===== config.mk =====
export PLATFORM = sky130hd
export DESIGN_NAME = stbs_front_flat
export DESIGN_NICKNAME = d
export VERILOG_FILES = /design/src/hdl/sorted_table_binary_search_unit_macros.svh /design/src/hdl/stbs_pkg.sv /design/src/hdl/stbs_if.sv /design/src/hdl/stbs_front.sv /design/src/flat_wrapper.sv
export SDC_FILE = /design/constraint.sdc
export NUM_CORES = 1
export LEC_CHECK = 0
export BUFFER_PORTS_ARGS = -buffer_cell sky130_fd_sc_hd__buf_2
export CORE_ASPECT_RATIO = 1.5
export CORE_MARGIN = 1
export CORE_UTILIZATION = 47
export DETAILED_ROUTE_END_ITERATION = 16
export GPL_TIMING_DRIVEN = 0
export PLACE_DENSITY = 0.75
export SLEW_MARGIN = 0
export SYNTH_ARGS = -nofsm -noshare
export SYNTH_HDL_FRONTEND = slang
export SYNTH_SLANG_ARGS = --single-unit

===== constraint.sdc =====
create_clock -name clk -period 3.05 [get_ports clk]
set_clock_uncertainty 0.05 [all_clocks]
set_input_delay 0.305 -clock clk [delete_from_list [all_inputs] [get_ports clk]]
set_output_delay 0.305 -clock clk [all_outputs]
set_load 0.02 [all_outputs]

===== src/hdl/sorted_table_binary_search_unit_macros.svh =====
// Assertion macros shared by the sorted table binary search unit.
// Included by the RTL files that carry concurrent assertions; no other dependencies.
`ifndef SORTED_TABLE_BINARY_SEARCH_UNIT_MACROS_SVH
`define SORTED_TABLE_BINARY_SEARCH_UNIT_MACROS_SVH

// The consequent must hold in the same cycle as the antecedent.
`define STBS_ASSERT_IMPLIES(lbl, clk, rst_n, ante, cons, msg) \
    lbl: assert property (@(posedge clk) disable iff (!rst_n) (ante) |-> (cons)) \
        else $error(msg);

// The consequent must hold in the cycle after the antecedent.
`define STBS_ASSERT_NEXT(lbl, clk, rst_n, ante, cons, msg) \
    lbl: assert property (@(posedge clk) disable iff (!rst_n) (ante) |=> (cons)) \
        else $error(msg);

`endif


===== src/hdl/stbs_pkg.sv =====
// Package for the sorted table binary search unit: field widths, command codes
// and the control struct passed from the front queue to the search engine.
package stbs_pkg;

    localparam int CMD_W    = 1;
    localparam int INDEX_W  = 10;
    localparam int KEY_IN_W = 32;
    localparam int COUNT_W  = 11;

    localparam logic [CMD_W-1:0] CMD_WRITE  = 1'b0;
    localparam logic [CMD_W-1:0] CMD_SEARCH = 1'b1;

    localparam int Q_DEPTH = 2;
    localparam int Q_PTR_W = 1;

    typedef struct packed {
        logic valid;
        logic search;
    } q_ctrl_t;

endpackage


===== src/hdl/stbs_if.sv =====
// Channel interfaces of the sorted table binary search unit: item, result and
// configuration. Depends on stbs_pkg for the field widths.
interface stbs_item_if;
    import stbs_pkg::*;
    logic                valid;
    logic                ready;
    logic [CMD_W-1:0]    cmd;
    logic [INDEX_W-1:0]  entry_index;
    logic [KEY_IN_W-1:0] key;
    modport source (output valid, cmd, entry_index, key, input ready);
    modport sink (input valid, cmd, entry_index, key, output ready);
endinterface



===== src/hdl/stbs_front.sv =====
// Front end: accepts item beats, drops writes beyond the table and queues the
// rest for the search engine. Depends on stbs_pkg and stbs_if.
module stbs_front #(
    parameter int TABLE_DEPTH = 1024,
    parameter int KEY_WIDTH = 32,
    localparam int ADDR_W = $clog2(TABLE_DEPTH)
) (
    input  logic                  clk,
    input  logic                  rst_n,
    stbs_item_if.sink             item,
    output stbs_pkg::q_ctrl_t     head,
    output logic [KEY_WIDTH-1:0]  head_key,
    output logic [ADDR_W-1:0]     head_addr,
    input  logic                  pop
);
    import stbs_pkg::*;

    logic [KEY_WIDTH+KEY_IN_W-1:0] key_wide;
    logic [ADDR_W+INDEX_W-1:0]     addr_wide;
    logic                          in_range;
    logic                          keep;
    logic                          push;

    logic                 search_q_reg [Q_DEPTH];
    logic [KEY_WIDTH-1:0] key_q_reg    [Q_DEPTH];
    logic [ADDR_W-1:0]    addr_q_reg   [Q_DEPTH];

    logic [Q_PTR_W-1:0] wr_ptr_reg, wr_ptr_next;
    logic [Q_PTR_W-1:0] rd_ptr_reg, rd_ptr_next;
    logic [Q_PTR_W:0]   fill_reg, fill_next;

    assign key_wide  = {{KEY_WIDTH{1'b0}}, item.key};
    assign addr_wide = {{ADDR_W{1'b0}}, item.entry_index};
    assign in_range  = 32'(item.entry_index) < 32'(TABLE_DEPTH);

    // A write outside the table is taken and dropped here.
    assign keep = (item.cmd == CMD_SEARCH) || in_range;

    assign item.ready = fill_reg != (Q_PTR_W + 1)'(Q_DEPTH);
    assign push       = item.valid && item.ready && keep;

    assign head.valid  = fill_reg != '0;
    assign head.search = search_q_reg[rd_ptr_reg];
    assign head_key    = key_q_reg[rd_ptr_reg];
    assign head_addr   = addr_q_reg[rd_ptr_reg];

    always_comb
    begin
        wr_ptr_next = wr_ptr_reg;
        rd_ptr_next = rd_ptr_reg;
        fill_next   = fill_reg;
        if (push)
        begin
            wr_ptr_next = wr_ptr_reg + 1'b1;
        end
        if (pop)
        begin
            rd_ptr_next = rd_ptr_reg + 1'b1;
        end
        if (push && !pop)
        begin
            fill_next = fill_reg + 1'b1;
        end
        else if (!push && pop)
        begin
            fill_next = fill_reg - 1'b1;
        end
    end

    always_ff @(posedge clk or negedge rst_n)
    begin
        if (!rst_n)
        begin
            wr_ptr_reg <= '0;
            rd_ptr_reg <= '0;
            fill_reg   <= '0;
        end
        else
        begin
            wr_ptr_reg <= wr_ptr_next;
            rd_ptr_reg <= rd_ptr_next;
            fill_reg   <= fill_next;
        end
    end

    always_ff @(posedge clk)
    begin
        if (push)
        begin
            search_q_reg[wr_ptr_reg] <= item.cmd == CMD_SEARCH;
            key_q_reg[wr_ptr_reg]    <= key_wide[KEY_WIDTH-1:0];
            addr_q_reg[wr_ptr_reg]   <= addr_wide[ADDR_W-1:0];
        end
    end

endmodule


===== src/flat_wrapper.sv =====
// flat-port wrapper written by rule: the top's interface ports become plain ports
module stbs_front_flat import stbs_pkg::*;
#(
    parameter int TABLE_DEPTH = 1024,
    parameter int KEY_WIDTH = 32,
    localparam int ADDR_W = $clog2(TABLE_DEPTH)
)
  (clk, rst_n, head, head_key, head_addr, pop, item_valid, item_cmd, item_entry_index, item_key, item_ready);
  stbs_item_if item_i ();
  input  logic clk;
  input  logic rst_n;
  output stbs_pkg::q_ctrl_t head;
  output logic [KEY_WIDTH-1:0] head_key;
  output logic [ADDR_W-1:0] head_addr;
  input  logic pop;
  input wire logic [$bits(item_i.valid)-1:0] item_valid;
  input wire logic [$bits(item_i.cmd)-1:0] item_cmd;
  input wire logic [$bits(item_i.entry_index)-1:0] item_entry_index;
  input wire logic [$bits(item_i.key)-1:0] item_key;
  output wire logic [$bits(item_i.ready)-1:0] item_ready;
  assign item_i.valid = item_valid;
  assign item_i.cmd = item_cmd;
  assign item_i.entry_index = item_entry_index;
  assign item_i.key = item_key;
  assign item_ready = item_i.ready;
  stbs_front #(.TABLE_DEPTH(TABLE_DEPTH), .KEY_WIDTH(KEY_WIDTH)) u_core (.clk(clk), .rst_n(rst_n), .item(item_i), .head(head), .head_key(head_key), .head_addr(head_addr), .pop(pop));
endmodule

# After elaboration in Yosys (flattened, before gate mapping)
# Memories as Yosys holds them, arrays and structs flattened.
# Index checks and enable logic that the tools add are counted.
[word_totals]
reg_bits = 4
ram_bits = 86
memories = 3
[mem_list]
columns = ["name", "words", "width", "rd", "rd_ports_with_merged_regs", "wr", "line_no", "rtl"]
rows = [
  ["u_core.key_q_reg", 2, 32, 1, 0, 1, "stbs_front.sv:25", "logic [KEY_WIDTH-1:0] key_q_reg [Q_DEPTH];"],
  ["u_core.addr_q_reg", 2, 10, 1, 0, 1, "stbs_front.sv:26", "logic [ADDR_W-1:0] addr_q_reg [Q_DEPTH];"],
  ["u_core.search_q_reg", 2, 1, 1, 0, 1, "stbs_front.sv:24", "logic search_q_reg [Q_DEPTH];"],
]
[op_classes]
n_addsub = 4
eq_ne = 1
n_mux = 4
reduce_logical = 7
[ops]
columns = ["cell", "count"]
rows = [
  ["2-bit two-way mux", 2],
  ["2-bit nonzero test", 2],
  ["1-bit logical AND", 3],
  ["1-bit adder (second input constant)", 2],
  ["2-bit by 1-bit adder with 2-bit output (second input constant)", 1],
  ["1-bit logical NOT", 2],
  ["1-bit two-way mux", 2],
  ["2-bit != test (second input constant)", 1],
  ["2-bit by 1-bit subtractor with 2-bit output (second input constant)", 1],
]

# Depth between registers and ports, before layout
[logic_depth]
ltp_word = 6
depth_mapped = 7
ltp_nobuf = 7

# Worst setup path before layout
# Ideal clock, no wire load.
[synth_path]
kind = "reg2reg"
from = "register u_core.fill_reg[0]"
to = "memory u_core.addr_q_reg[0][0] (netlist bit), enable pin"
setup_time_ns = 0.443
arrival_ns = 2.608
setup_slack_ns = -0.052
path_stages_with_launch = 4
n_path_buf = 0
path_cell_list = "dfrtp_1 > nand2b_1 > nand2_1 > nor2_1"
[synth_between]
elab_chain_len = 4
[synth_rtl]
columns = ["element", "line_no", "rtl"]
rows = [
  ["from (decl)", "stbs_front.sv:30", "logic [Q_PTR_W:0] fill_reg, fill_next;"],
  ["from (signal assigned)", "stbs_front.sv:82", "fill_reg <= fill_next;"],
  ["2-bit != test", "stbs_front.sv:39", "assign item.ready = fill_reg != (Q_PTR_W + 1)'(Q_DEPTH);"],
  ["named net item_ready", "flat_wrapper.sv:20", "output wire logic [$bits(item_i.ready)-1:0] item_ready;"],
  ["1-bit logical AND", "stbs_front.sv:40", "assign push = item.valid && item.ready && keep;"],
  ["1-bit two-way mux", "stbs_front.sv:88", "if (push)"],
  ["1-bit two-way mux (not written as such)", "stbs_front.sv:92", "addr_q_reg[wr_ptr_reg] <= addr_wide[ADDR_W-1:0];"],
  ["to (decl)", "stbs_front.sv:26", ""],
]
# The timed path passes the listed nets, and every way through them passes these cells.

# Worst setup path after layout
[layout_path]
from = "register u_core.fill_reg[0]"
to = "memory u_core.key_q_reg[0][29], enable pin"
[layout_between]
elab_chain_len = 4
[layout_rtl]
columns = ["element", "line_no", "rtl"]
rows = [
  ["2-bit != test", "stbs_front.sv:39", ""],
  ["1-bit logical AND", "stbs_front.sv:40", ""],
  ["1-bit two-way mux", "stbs_front.sv:88", ""],
  ["1-bit two-way mux (not written as such)", "stbs_front.sv:91", "key_q_reg[wr_ptr_reg] <= key_wide[KEY_WIDTH-1:0];"],
  ["to (decl)", "stbs_front.sv:25", ""],
]
# No other way between the ends.

==> flow_summary.toml <==
[placed_design]
postPlaceCellArea_um2 = 4140
placed_cells = 345
dp_hpwl_um = 3780
pre_cts_slack_ns = 1.16
numPortBuffers = 91
gp_congestion = 0.670

[floorplanning]
die-width_um = 72.4
die_y_um = 108
floorplan.die_area_um2 = 7800
io_pins = 92
core_um2 = 7230
initial_core_util = 0.484
row_count = 38

[global_route]
track_usage = 0.151
antenna_found_initial = 0
gr-total-overflow = 0
grt_first_pass_wirelength_um = 8340
grt_max_degree = 24
grt_pass1_vias = 1792

[drt]
vias_per_cell = 4.64
drcViolationCount = 0
route.vias.total = 1680
ant_nets = 0
wl_um = 5450
dr.pass1.iters = 4
wire_per_inst_um = 15.0
drt_iter0_drc = 111

[cells_and_area]
postLayoutCellArea_um2 = 4310
layout-drive-gt1-share = 0.592
mostFrequentLayoutCell = "buf_2"
layout.nets = 305
largest_reg_flops = 64
fin_util = 0.596
final_cell_mix = "91 x buf_2, 86 x edfxtp_1, 39 x mux2_4"
instances_no_fill = 362
syn2layout_area_growth_pct = 23.1
diodes = 0

[clocking]
cts-root-buf = "clkbuf_8"
cts_buffers = 9
htreeDepth = 3
post_cts_buffers = 0
cts_tree = "yes"
post_cts_resized = 0
cts_buffer_depth = 2
clk_latency_ns = 0.34
postCtsHoldBufs = 1
cts_sinks = 90
path_clk_slew_ns = 0.09

[yosys]
yosysSeqAreaShare = 0.767
synthXorXnorAreaFrac = 0.0125
yosys_warnings = 0
synthAdderAreaFrac = 0.00358
synth_top_family_by_area = "multiplexers"
avgSynthCellArea_um2 = 23.0
synth-seq-cells = 90
syn_nets = 200
muxShareOfSynthArea = 0.180
synth_compound_gate_area_share = 0
syn_inst = 152
syn_area_um2 = 3500
synthSimpleGateAreaFrac = 0.00858
ys_types = 15

[setup_path]
critPathMaxFanout = 23
crit_chain = "nand2b_1 > nand2_1 > nor2_4 > buf_16"
crit_path_end_kind = "flip-flop"
critPathKind = "flip-flop to flip-flop"
r2r_start = "u_core.fill_reg[0]$_DFFE_PN0P_"
reg2reg_setup_slack_ns = 1.19
cpPeakStageDelay_ns = 0.55
cp_slowest_cell = "nor2_4"
critical_path.startpoint = "u_core.fill_reg[0]$_DFFE_PN0P_"
cp.required_ns = 3.05
startpoint_type = "flip-flop"
worstPathArrival_ns = 1.86

[min_path]
holdCritPathClass = "input port to flip-flop"
hp-start = "item_key[26]"

[power_and_ir_drop]
ir_drop_mv = 0.607
power.density_nw_per_um2 = 959
power_leakage_nw = 1.74

[timing]
fin_crit_sh = 0.611
worst_slew_pin_slew_ns = 0.689
fin_crit_ns = 1.86
hold_violations = 0
tns_ns = 0
worst_slack_ns = 1.19
drv_slew = 0
fmax_ghz = 0.536
rsz0062_at_grt = "false"
setup_viol = 0
relSlewSlack = 0.540

[run]
drv_cap = 0

[outcome]
status = "finished, final reports clean"
[power breakdown]
group / internal [mW] / leakage (nW) / switching [mW]
combinational: 0.811 / 0.820 / 0.884
clock: 0.294 / 0.0751 / 0.368
sequential: 1.69 / 0.845 / 0.0835
[Yosys cell counts (all sizes together)]
library cell  instances  area share
nand2b                1      0.0018
mux2                 43        0.18
or2                   1      0.0018
inv                   2      0.0021
xor2                  3      0.0075
ha                    1      0.0036
nor2                  2      0.0021
edfxtp               86        0.74
xnor2                 2      0.0050
buf                   5       0.026
dfrtp                 4       0.029
nand2                 1      0.0011
and3                  1      0.0018
[critical path: cells and delay by family, from the launching register on]
kind / cells / cell delay, ns
buffers and inverters: 1 / 0.25
DFF: 1 / 0.41
and+or+nand+nor: 3 / 0.84
[layer usage]
metal | global-route usage | part of all wire
met3 | 0.0421 | 0.042
met5 | 0 | 0
met1 | 0.154 | 0.37
met4 | 0.0840 | 0.016
met2 | 0.271 | 0.57
[cell families (layout without fill, tap and decap cells)]
kind of cell / Yosys count / in the layout
and+or+nand+nor: 6 / 6
muxes: 43 / 43
DFF: 90 / 90
xor gates and xnor gates: 5 / 5
buffers and inverters: 7 / 117
adders and majority gates: 1 / 1
[area by class of cell]
cell class | instances | area [um2]
buffer | 5 | 91.3
clock buffer | 13 | 139
clock inverter | 3 | 16.3
fill | 567 | 2920
inverter | 2 | 7.51
multi-input combinational | 55 | 726
sequential | 90 | 2680
tap | 100 | 125
timing repair buffer | 94 | 520
[worst paths after layout]
check / endpoint / depth (start not counted)
max: u_core.key_q_reg[0][29]$_DFFE_PP_ / 4
min: u_core.key_q_reg[0][26]$_DFFE_PP_ / 1
max reg2reg: u_core.key_q_reg[0][29]$_DFFE_PP_ / 4
min reg2reg: u_core.fill_reg[1]$_DFFE_PN0P_ / 1
max in group asynchronous: u_core.rd_ptr_reg$_DFFE_PN0P_ / 2
min in group asynchronous: u_core.fill_reg[1]$_DFFE_PN0P_ / 2
[per-stage QoR]
step	power (mW)	hold WS (ns)
2_1_floorplan	3.05	-0.0406
3_3_place_gp	3.44	0.0619
3_5_place_dp	3.53	0.0686
4_1_cts	4.20	0.0684
5_1_grt	4.34	0.0658
6_report	4.13	0.0907
(Power assumes the default switching activity.)
